<file path="src/rtl/core/s1ie_pkg.sv">
`default_nettype none
package s1ie_pkg;
  localparam int unsigned MaxTaItems = 16;
  localparam logic [15:0] IeGlobal = 16'd59;
  localparam logic [15:0] IeName = 16'd60;
  localparam logic [15:0] IeTas = 16'd64;
  localparam logic [7:0] ExtMark = 8'd8;

  typedef enum logic [2:0] {
    KIND_GLOBAL = 3'd0,
    KIND_NAME = 3'd1,
    KIND_TAC = 3'd2,
    KIND_PLMN = 3'd3,
    KIND_END = 3'd4
  } kind_t;

  typedef enum logic [2:0] {
    ST_OK = 3'd0,
    ST_LENGTH = 3'd1,
    ST_CRIT = 3'd2,
    ST_TOO_MANY = 3'd3,
    ST_EXTENDED = 3'd4,
    ST_TRUNCATED = 3'd5
  } status_t;

  typedef enum logic [19:0] {
    PH_LEN = 20'h00001,
    PH_EXT = 20'h00002,
    PH_CNT_HI = 20'h00004,
    PH_CNT_LO = 20'h00008,
    PH_ID_HI = 20'h00010,
    PH_ID_LO = 20'h00020,
    PH_CRIT = 20'h00040,
    PH_IELEN = 20'h00080,
    PH_DONE = 20'h00100,
    PH_SKIP = 20'h00200,
    G_HDR = 20'h00400,
    G_PLMN = 20'h00800,
    G_TYPE = 20'h01000,
    G_ID = 20'h02000,
    N_HDR0 = 20'h04000,
    N_HDR1 = 20'h08000,
    N_CHARS = 20'h10000,
    T_COUNT = 20'h20000,
    T_ITEM = 20'h40000,
    T_PLMN = 20'h80000
  } phase_t;

  typedef struct packed {
    logic [2:0] kind;
    logic [11:0] mcc_digits;
    logic [11:0] mnc_digits;
    logic home_enb;
    logic [27:0] enb_ident;
    logic [7:0] name_char;
    logic [15:0] tracking_code;
    logic [3:0] ta_index;
    logic [2:0] plmn_index;
    logic [2:0] status;
    logic last_result;
  } result_t;

  typedef struct packed {
    logic [7:0] data_byte;
    logic last_byte;
  } item_t;

  function automatic logic [11:0] mcc_of(input logic [23:0] acc);
    return {acc[19:16], acc[23:20], acc[11:8]};
  endfunction

  function automatic logic [11:0] mnc_of(input logic [23:0] acc);
    return {acc[3:0], acc[7:4], acc[15:12]};
  endfunction
endpackage
`default_nettype wire

</file>
<file path="src/rtl/core/s1ie_decoder.sv">
`default_nettype none
// parse state machine: one byte in, up to two results out, all combinational
module s1ie_decoder import s1ie_pkg::*; (
  input wire logic clk,
  input wire logic rst,
  input wire logic step,
  input wire logic [7:0] b,
  input wire logic last,
  output logic n0_valid,
  output result_t r0,
  output logic n1_valid,
  output result_t r1
);
  phase_t phase, phase_next;
  logic [3:0] header_pos, header_pos_next;
  logic [15:0] ies_left, ies_left_next;
  logic [15:0] ie_ident, ie_ident_next;
  logic [7:0] ie_bytes_left, ie_bytes_left_next;
  logic [15:0] length_sum, length_sum_next;
  logic [7:0] message_length, message_length_next;
  logic [31:0] shift_acc, shift_acc_next;
  logic [8:0] name_left, name_left_next;
  logic [4:0] tas_left, tas_left_next;
  logic [2:0] plmns_left, plmns_left_next;
  logic [3:0] ta_count, ta_count_next;
  logic [2:0] plmn_count, plmn_count_next;
  logic [2:0] error_code, error_code_next;
  logic home_flag, home_flag_next;
  logic [23:0] plmn_hold, plmn_hold_next;
  logic [31:0] shifted;
  logic [15:0] ies_dec;
  logic [7:0] bytes_dec;
  logic [3:0] pos_inc;
  logic [4:0] tas_dec;
  logic [8:0] count_plus;
  logic [2:0] st;

  always_comb begin
    shifted = {shift_acc[23:0], b};
    pos_inc = header_pos + 4'd1;
    bytes_dec = ie_bytes_left - 8'd1;
    ies_dec = ies_left - 16'd1;
    tas_dec = tas_left - 5'd1;
    count_plus = {1'b0, b} + 9'd1;
    phase_next = phase;
    header_pos_next = header_pos;
    ies_left_next = ies_left;
    ie_ident_next = ie_ident;
    ie_bytes_left_next = ie_bytes_left;
    length_sum_next = length_sum;
    message_length_next = message_length;
    shift_acc_next = shift_acc;
    name_left_next = name_left;
    tas_left_next = tas_left;
    plmns_left_next = plmns_left;
    ta_count_next = ta_count;
    plmn_count_next = plmn_count;
    error_code_next = error_code;
    home_flag_next = home_flag;
    plmn_hold_next = plmn_hold;
    n0_valid = 1'b0;
    r0 = '0;
    r1 = '0;
    n1_valid = 1'b0;
    st = ST_OK;

    unique case (phase)
      PH_LEN: begin
        message_length_next = b;
        phase_next = PH_EXT;
      end
      PH_EXT: begin
        if (b == ExtMark) begin
          if (error_code_next == ST_OK) error_code_next = ST_EXTENDED;
          phase_next = PH_DONE;
        end else begin
          phase_next = PH_CNT_HI;
        end
      end
      PH_CNT_HI: begin
        ies_left_next = {b, 8'd0};
        phase_next = PH_CNT_LO;
      end
      PH_CNT_LO: begin
        ies_left_next = {ies_left[15:8], b};
        phase_next = ({ies_left[15:8], b} != 16'd0) ? PH_ID_HI : PH_DONE;
      end
      PH_ID_HI: begin
        ie_ident_next = {b, 8'd0};
        phase_next = PH_ID_LO;
      end
      PH_ID_LO: begin
        ie_ident_next = {ie_ident[15:8], b};
        phase_next = PH_CRIT;
      end
      PH_CRIT: begin
        if ((ie_ident == IeGlobal || ie_ident == IeTas) && b != 8'd0 &&
            error_code == ST_OK) error_code_next = ST_CRIT;
        phase_next = PH_IELEN;
      end
      PH_IELEN: begin
        ie_bytes_left_next = b;
        length_sum_next = length_sum + {8'd0, b} + 16'd4;
        if (ie_ident == IeGlobal) phase_next = G_HDR;
        else if (ie_ident == IeName) phase_next = N_HDR0;
        else if (ie_ident == IeTas) phase_next = T_COUNT;
        else phase_next = PH_SKIP;
        if (b == 8'd0) begin
          ies_left_next = ies_dec;
          phase_next = (ies_dec != 16'd0) ? PH_ID_HI : PH_DONE;
        end
      end
      PH_DONE: ;
      default: begin
        ie_bytes_left_next = bytes_dec;
        case (phase)
          G_HDR: begin
            if (b[7]) phase_next = PH_SKIP;
            else begin
              header_pos_next = '0;
              shift_acc_next = '0;
              phase_next = G_PLMN;
            end
          end
          G_PLMN: begin
            shift_acc_next = shifted;
            header_pos_next = pos_inc;
            if (pos_inc == 4'd3) phase_next = G_TYPE;
          end
          G_TYPE: begin
            plmn_hold_next = shift_acc[23:0];
            home_flag_next = b[6];
            header_pos_next = '0;
            shift_acc_next = '0;
            phase_next = G_ID;
          end
          G_ID: begin
            shift_acc_next = shifted;
            header_pos_next = pos_inc;
            if (pos_inc == (home_flag ? 4'd4 : 4'd3)) begin
              n0_valid = 1'b1;
              r0.kind = KIND_GLOBAL;
              r0.mcc_digits = mcc_of(plmn_hold);
              r0.mnc_digits = mnc_of(plmn_hold);
              r0.home_enb = home_flag;
              r0.enb_ident = shifted[31:4];
              phase_next = PH_SKIP;
            end
          end
          N_HDR0: begin
            if (b[7]) phase_next = PH_SKIP;
            else begin
              shift_acc_next = {24'd0, b};
              phase_next = N_HDR1;
            end
          end
          N_HDR1: begin
            name_left_next = {1'b0, shift_acc[6:0], b[7]} + 9'd1;
            phase_next = N_CHARS;
          end
          N_CHARS: begin
            n0_valid = 1'b1;
            r0.kind = KIND_NAME;
            r0.name_char = b;
            name_left_next = name_left - 9'd1;
            if (name_left == 9'd1) phase_next = PH_SKIP;
          end
          T_COUNT: begin
            if (count_plus > 9'(MaxTaItems)) begin
              if (error_code == ST_OK) error_code_next = ST_TOO_MANY;
              phase_next = PH_SKIP;
            end else begin
              tas_left_next = count_plus[4:0];
              ta_count_next = '0;
              header_pos_next = '0;
              shift_acc_next = '0;
              phase_next = T_ITEM;
            end
          end
          T_ITEM: begin
            shift_acc_next = shifted;
            header_pos_next = pos_inc;
            if (pos_inc == 4'd3) begin
              n0_valid = 1'b1;
              r0.kind = KIND_TAC;
              r0.tracking_code = shifted[21:6];
              r0.ta_index = ta_count;
              plmns_left_next = b[5:3];
              plmn_count_next = '0;
              header_pos_next = '0;
              shift_acc_next = '0;
              phase_next = T_PLMN;
            end
          end
          T_PLMN: begin
            shift_acc_next = shifted;
            header_pos_next = pos_inc;
            if (pos_inc == 4'd3) begin
              n0_valid = 1'b1;
              r0.kind = KIND_PLMN;
              r0.mcc_digits = mcc_of(shifted[23:0]);
              r0.mnc_digits = mnc_of(shifted[23:0]);
              r0.ta_index = ta_count;
              r0.plmn_index = plmn_count;
              header_pos_next = '0;
              shift_acc_next = '0;
              if (plmns_left == 3'd0) begin
                ta_count_next = ta_count + 4'd1;
                tas_left_next = tas_dec;
                phase_next = (tas_dec != 5'd0) ? T_ITEM : PH_SKIP;
              end else begin
                plmns_left_next = plmns_left - 3'd1;
                plmn_count_next = plmn_count + 3'd1;
              end
            end
          end
          default: ;
        endcase
        if (bytes_dec == 8'd0) begin
          ies_left_next = ies_dec;
          phase_next = (ies_dec != 16'd0) ? PH_ID_HI : PH_DONE;
        end
      end
    endcase

    if (last) begin
      if (error_code_next != ST_OK) st = error_code_next;
      else if (phase_next != PH_DONE) st = ST_TRUNCATED;
      else if (length_sum_next != {8'd0, message_length_next}) st = ST_LENGTH;
      else st = ST_OK;
      n1_valid = 1'b1;
      r1 = '0;
      r1.kind = KIND_END;
      r1.status = st;
      r1.last_result = 1'b1;
    end
  end

  always_ff @(posedge clk) begin
    if (rst || (step && last)) begin
      phase <= PH_LEN;
      header_pos <= '0;
      ies_left <= '0;
      ie_ident <= '0;
      ie_bytes_left <= '0;
      length_sum <= '0;
      message_length <= '0;
      shift_acc <= '0;
      name_left <= '0;
      tas_left <= '0;
      plmns_left <= '0;
      ta_count <= '0;
      plmn_count <= '0;
      error_code <= '0;
      home_flag <= 1'b0;
      plmn_hold <= '0;
    end else if (step) begin
      phase <= phase_next;
      header_pos <= header_pos_next;
      ies_left <= ies_left_next;
      ie_ident <= ie_ident_next;
      ie_bytes_left <= ie_bytes_left_next;
      length_sum <= length_sum_next;
      message_length <= message_length_next;
      shift_acc <= shift_acc_next;
      name_left <= name_left_next;
      tas_left <= tas_left_next;
      plmns_left <= plmns_left_next;
      ta_count <= ta_count_next;
      plmn_count <= plmn_count_next;
      error_code <= error_code_next;
      home_flag <= home_flag_next;
      plmn_hold <= plmn_hold_next;
    end
  end
endmodule
`default_nettype wire

</file>
<file path="config.mk">
export PLATFORM = sky130hd
export DESIGN_NAME = s1ie_decoder
export DESIGN_NICKNAME = d
export VERILOG_FILES = /design/src/rtl/core/s1ie_pkg.sv /design/src/rtl/core/s1ie_decoder.sv
export SDC_FILE = /design/constraint.sdc
export NUM_CORES = 1
export LEC_CHECK = 0
export ABC_CLOCK_PERIOD_IN_PS = 9080
export BUFFER_PORTS_ARGS = -buffer_cell sky130_fd_sc_hd__buf_2
export CORE_ASPECT_RATIO = 0.8
export CORE_UTILIZATION = 40
export DETAILED_ROUTE_END_ITERATION = 6
export GPL_TIMING_DRIVEN = 0
export SKIP_CTS_REPAIR_TIMING = 1
export SYNTH_ARGS = -nofsm -noshare
export SYNTH_HDL_FRONTEND = slang
export SYNTH_SLANG_ARGS = --single-unit
</file>
<file path="constraint.sdc">
create_clock -name clk -period 9.08 [get_ports clk]
set_clock_uncertainty 0.15 [all_clocks]
set_input_delay 2.724 -clock clk [delete_from_list [all_inputs] [get_ports clk]]
set_output_delay 2.724 -clock clk [all_outputs]
set_load 0.005 [all_outputs]
</file>
==> summary.md, run 1 <==
| Metric | Value |
|---|---|
| TritonCTS clock tree | built |
| Drt total wl | 38.2 mm |
| CTS root buf | clkbuf_16 |
| Post-synth EDFFs | 0 |
| Synthesized area | 11,300 µm² |
| DRC Markers | 0 |
| First-pass GRT wire length | 59.2 mm |
| Die Y-Extent | 152 µm |
| Clk sinks | 164 |
| Nets@finish | 1,758 |
| Synth warnings | 0 |
| Reg2reg start | phase[16] |
| Syn Inst Count | 1,500 |
| Overall routing resource usage | 26.3% |
| Max stage delay on crit path | 390 ps |
| Vias | 11,700 |
| Largest net degree at the start of global routing | 17 |
| Core area | 27,400 µm² |
| # IOs | 196 |
| Yosys reg bits | 164 |
| Routed length per instance | 18.3 µm |
| Worst-path cell chain | buf_2 -> ha_1 -> ha_1 -> inv_1 -> fa_1 -> nor2b_1 -> o21a_1 -> o211a_1 -> o31a_1 -> or3_1 -> a211oi_1 -> o21ai_0 -> nor4_2 -> a21oi_1 -> buf_2 |
| Final period utilization | 98.3% |
| Largest delay contributor family on the critical path | compound AO/OA/AOI/OAI gates |
| Async SR Flop Fraction | 0% |
| Routability cong. | 0.982 |
| Fin. max-slew vios | 0 |
| Placed cell count | 2,057 |
| Finished Core Util | 48.1% |
| Drt pass-1 iters | 5 |
| Min Hold Slack | 308 ps |
| Clk pin slew, worst setup/hold paths | 60 ps |
| CP endpoint | r1[1] |
| Worst vdd ir | 0.000143 V |
| Slew headroom | 23.6% |
| Layout area overhead | 17.3% |
| Leak pwr | 5.46 nW |
| Top post-synthesis cells by area | dfxtp_1, buf_4, a21oi_1 |
| CP Depth | 15 |
| Critical Path RT | 6210 ps |
| Fin Setup TNS | 0 ps |
| CTS buffer count | 17 |
| Max-cap violations | 0 |
| Share of cells above drive strength 1 | 16.7% |
| Synth area leader | dfxtp_1 |
| Rows | 54 |
| Worst R2R Path Depth | 10 |
| Antenna Cells | 0 |
| Initial Util | 41.0% |
| Worst skew pair latency | 460 ps |
| CP Launch Point | b[1] |
| Highest Clock Rate | 112 MHz |
| Ys flop type | dfxtp_1 |
| Crit-path max FO | 13 |
| Power per cell area | 133 nW/µm² |
| Seq/Total Area, Yosys | 29.2% |
| DR iter-0 viols | 1,284 |
| Crit. End Element | output port |
| Reg-to-Reg End | shift_acc[5] |
| Routed Antenna Nets | 0 |
| Slowest CP cell | buf_2 |
| Min-delay worst type | reg -> reg |
| GRT overflow | 0 |
| Die Span X | 190 µm |
| H-tree levels | 4 |
| Worst R2R Setup Slack | 4970 ps |
| Die area | 28,800 µm² |
| Worst-Margin Slew | 1140 ps |
| Status | finished, final reports clean |
| Worst setup SP type | primary input |
| CTS Buffer Depth | 2 |
| CP bufs+invs | 3 |
| Vias in the first global route | 10,200 |
| Initial antenna violation count | 1 |
| Final period demand of the worst path | 8930 ps |
| PortBufs | 102 |
| Yosys top cell area share | 29.2% |
| Crit path kind | in -> out |
| Final setup vio count | 0 |
| Final Hold Viols | 0 |
| Post-DP HPWL | 28.4 mm |
| Data arrival, critical path | 6050 ps |
| Yosys cell types | 78 |
| Average cell area after synthesis | 7.50 µm² |
| Vias per inst | 5.58 |
| Post-Layout Inst Area | 13,200 µm² |
| Final instance count without filler cells | 2,087 |
| Area after DPL | 12,600 µm² |
cells in the mapped netlist (23+ instances only):
| cell | instances |
|---|---|
| nand2_1 | 167 |
| dfxtp_1 | 164 |
| nor2_1 | 154 |
| a21oi_1 | 136 |
| buf_4 | 94 |
| clkbuf_1 | 80 |
| nand3_1 | 68 |
| o21ai_0 | 66 |
| and2_1 | 63 |
| nor3_1 | 43 |
| ha_1 | 34 |
| inv_1 | 29 |
| a22oi_1 | 26 |
| a22o_1 | 25 |
| nor4_1 | 23 |
worst min path at each step:
stage | start | to | slack (ps) | cells past startpoint
floorplan | message_length[0] | message_length[0] | 280 | 2
global placement | message_length[6] | message_length[6] | 290 | 2
detailed placement | plmn_hold[10] | plmn_hold[10] | 300 | 2
global route | plmns_left[1] | plmns_left[1] | 320 | 2
CTS | plmn_hold[10] | plmn_hold[10] | 310 | 2
finish | message_length[2] | message_length[2] | 310 | 2
sequential cells by signal (all words and copies together) (netlist names), 4 cells and up:
| register | count |
|---|---|
| header_pos | 4 |
| ie_bytes_left | 8 |
| ie_ident | 16 |
| ies_left | 16 |
| length_sum | 16 |
| message_length | 8 |
| name_left | 9 |
| phase | 20 |
| plmn_hold | 24 |
| shift_acc | 24 |
| ta_count | 4 |
| tas_left | 5 |
metal layers:
metal	vias up	wire (µm)	GRT usage, %	share of wire (%)
li1	5578	-	-	-
met1	5549	18100	38.9	47
met2	469	16000	37.9	42
met3	54	3470	5.66	9.1
met4	0	675	7.45	1.8
met5	-	0	0	0
worst register-to-register path: cells and delay by family, from the launching register on:
family	cells	cell delay (ps)
AO/OA/AOI/OAI	4	1290
flip-flops	1	410
AND/OR/NAND/NOR	5	1770
buffers and inverters	1	420
kinds of logic after synthesis:
family | Yosys count | synth area share (%)
adders and majority gates | 35 | 3.96
and+or+nand+nor | 662 | 30.6
muxes | 22 | 1.96
other | 1 | 0.0333
DFF | 164 | 29.2
buffers and inverters | 220 | 10.9
xor gates and xnor gates | 39 | 3.03
AOI/OAI and AO/OA | 357 | 20.4
cell usage in the layout, fill, tap and decap left out, types with 26 or more instances in the layout:
cell,Yosys,layout
nand3_1,68,68
inv_1,29,29
clkbuf_1,80,76
a21oi_1,136,136
buf_4,94,94
dfxtp_1,164,164
ha_1,34,34
a22oi_1,26,26
nor2_1,154,154
o21ai_0,66,66
nand2_1,167,167
and2_1,63,63
conb_1,1,91
nor3_1,43,43
buf_2,9,112
layout make-up:
| cell class | instances | area (µm²) |
|---|---|---|
| Buffer | 190 | 1120 |
| Clock buffer | 17 | 425 |
| Clock inverter | 14 | 175 |
| Fill cell | 2818 | 14200 |
| Inverter | 29 | 109 |
| Multi-Input combinational cell | 1206 | 7110 |
| Sequential cell | 164 | 3280 |
| Tap cell | 364 | 455 |
| Timing Repair Buffer | 103 | 520 |
through the flow:
step           power, mW  setup slack, ps
6_report            1.76              153
5_1_grt             1.82            -24.7
4_1_cts             1.76             -722
3_5_place_dp       0.991             -674
3_3_place_gp       0.991             -731
2_1_floorplan      0.924              612
where the power goes:
part           total (mW)  switching, mW  internal, mW
clock network       0.775          0.340         0.436
registers           0.735        0.00869         0.726
logic               0.247          0.157        0.0904
total                1.76          0.505          1.25
No activity file was read; power rests on OpenSTA's default activity.
==> run 2: changes to the inputs <==
- GPL_TIMING_DRIVEN: 0 -> 1
==> summary.md, run 2 (synthesized netlist as in run 1, its figures left out) <==
| Metric | Value |
|---|---|
| Status | finished, final reports clean |
| RSZ-0062 raised after global routing | no |
| Drt pass-1 iters | 6 |
| PortBufs | 104 |
| Max-cap violations | 0 |
| CTS Buffer Depth | 2 |
| Largest delay contributor family on the critical path | simple AND/OR/NAND/NOR gates |
| Placed cell count | 1,885 |
| First-pass GRT wire length | 53.6 mm |
| DRC Markers | 0 |
| Die Y-Extent | 152 µm |
| Reg2reg start | phase[5] |
| Max stage delay on crit path | 510 ps |
| Slew headroom | 19.7% |
| Worst R2R Setup Slack | 4960 ps |
| Highest Clock Rate | 115 MHz |
| Share of cells above drive strength 1 | 12.4% |
| Drt total wl | 33.5 mm |
| Core area | 27,400 µm² |
| Clk pin slew, worst setup/hold paths | 60 ps |
| Final period utilization | 95.9% |
| Data arrival, critical path | 5830 ps |
| CTS buffer count | 17 |
| Crit-path max FO | 8 |
| DR iter-0 viols | 1,056 |
| Initial Util | 41.0% |
| Die Span X | 190 µm |
| Hold endpoint | message_length[5] |
| Biggest regs | plmn_hold x24, shift_acc x24, phase x20 |
| # IOs | 196 |
| Most used cell, CP | buf_2 |
| Leak pwr | 4.85 nW |
| Worst-path cell chain | buf_2 -> buf_4 -> inv_1 -> ha_1 -> nor4b_1 -> nand2_1 -> or2_2 -> a41o_1 -> a211oi_1 -> nand4_1 -> or4_4 -> nor4_4 -> a21oi_1 -> buf_2 |
| Worst min-delay path startpoint | message_length[5] |
| Largest net degree at the start of global routing | 88 |
| Commonest non-fill, non-tap cells in the layout | nand2_1, dfxtp_1, nor2_1, a21oi_1, buf_2 |
| Die area | 28,800 µm² |
| CTS root buf | clkbuf_16 |
| CP bufs+invs | 4 |
| Final setup vio count | 0 |
| Worst R2R Path Depth | 9 |
| Routed length per instance | 17.5 µm |
| Fin. max-slew vios | 0 |
| Vias in the first global route | 9,513 |
| Worst Hold Depth | 2 |
| Final instance count without filler cells | 1,917 |
| Min-delay worst type | reg -> reg |
| Vias | 10,800 |
| Critical Path RT | 6210 ps |
| Final period demand of the worst path | 8710 ps |
| Antenna Cells | 0 |
| Crit. End Element | output port |
| Worst setup SP type | primary input |
| Initial antenna violation count | 0 |
| Layout area overhead | 8.65% |
| Post-DP HPWL | 23.6 mm |
| Slowest CP cell | or4_4 |
| H-tree levels | 4 |
| Clk sinks | 164 |
| Final Hold Viols | 0 |
| Routability cong. | 0.898 |
| Worst-Margin Slew | 1190 ps |
| Fill cell count | 2,819 |
| Most common cell after layout, fill and taps aside | nand2_1 |
| Worst vdd ir | 0.000127 V |
| Power per cell area | 140 nW/µm² |
| Reg-to-Reg End | shift_acc[15] |
| Nets@finish | 1,587 |
| Routed Antenna Nets | 0 |
| Crit path kind | in -> out |
| Fin Setup TNS | 0 ps |
| Worst skew pair latency | 440 ps |
| Rows | 54 |
| Vias per inst | 5.61 |
| GRT overflow | 0 |
| Overall routing resource usage | 23.1% |
| TritonCTS clock tree | built |
[run 2: power by group]
| part | internal [mW] | switching, mW | total [mW] | leakage, nW |
|---|---|---|---|---|
| combinational | 0.0636 | 0.138 | 0.202 | 3.23 |
| sequential | 0.727 | 0.00953 | 0.736 | 1.32 |
| clock | 0.458 | 0.313 | 0.771 | 0.298 |
[run 2: per-layer routing]
layer	global-route usage, %	vias up	wire [µm]
met5	0	-	0
met3	3.93	33	2310
met4	5.80	0	446
met1	34.4	5119	16200
met2	34.2	381	14500
li1	-	5219	-
[run 2: how the worst max path moves through the flow]
stage          start    end  slack [ps]  cells past startpoint
2_1_floorplan   b[2]  r1[1]         610                     14
3_3_place_gp    b[1]  r1[1]         480                     15
3_5_place_dp    b[1]  r1[1]         440                     14
4_1_cts         b[1]  r1[1]         430                     14
5_1_grt         b[1]  r1[1]         160                     14
6_report        b[1]  r1[1]         370                     14
[run 2: final cells by class]
cell class	instances	area, µm²	share of cell area (%)
clock buffer	22	474	3.88
clock inverter	10	145	1.19
inverter	29	109	0.890
multi-input combinational	1206	7110	58.1
sequential	164	3280	26.8
tap	364	455	3.72
timing repair buffer	122	656	5.36
[run 2: metrics by stage]
| step | power [mW] | setup WS (ps) | hold slack (ps) | instance area, µm² | utilization (%) |
|---|---|---|---|---|---|
| floorplan | 0.924 | 612 | 281 | 11600 | - |
| global placement | 0.950 | 478 | 289 | 11600 | 42.3 |
| detailed placement | 0.950 | 437 | 295 | 11600 | 42.3 |
| CTS | 1.72 | 428 | 304 | 12200 | 44.6 |
| global route | 1.77 | 159 | 320 | 12200 | 44.6 |
| finish | 1.71 | 373 | 300 | 12200 | 44.6 |
[run 2: worst min-delay path: cells and delay by family (launching register included)]
family	cells	cell delay, ps
AND/OR/NAND/NOR	1	50
AO/OA/AOI/OAI	1	50
flip-flops	1	310
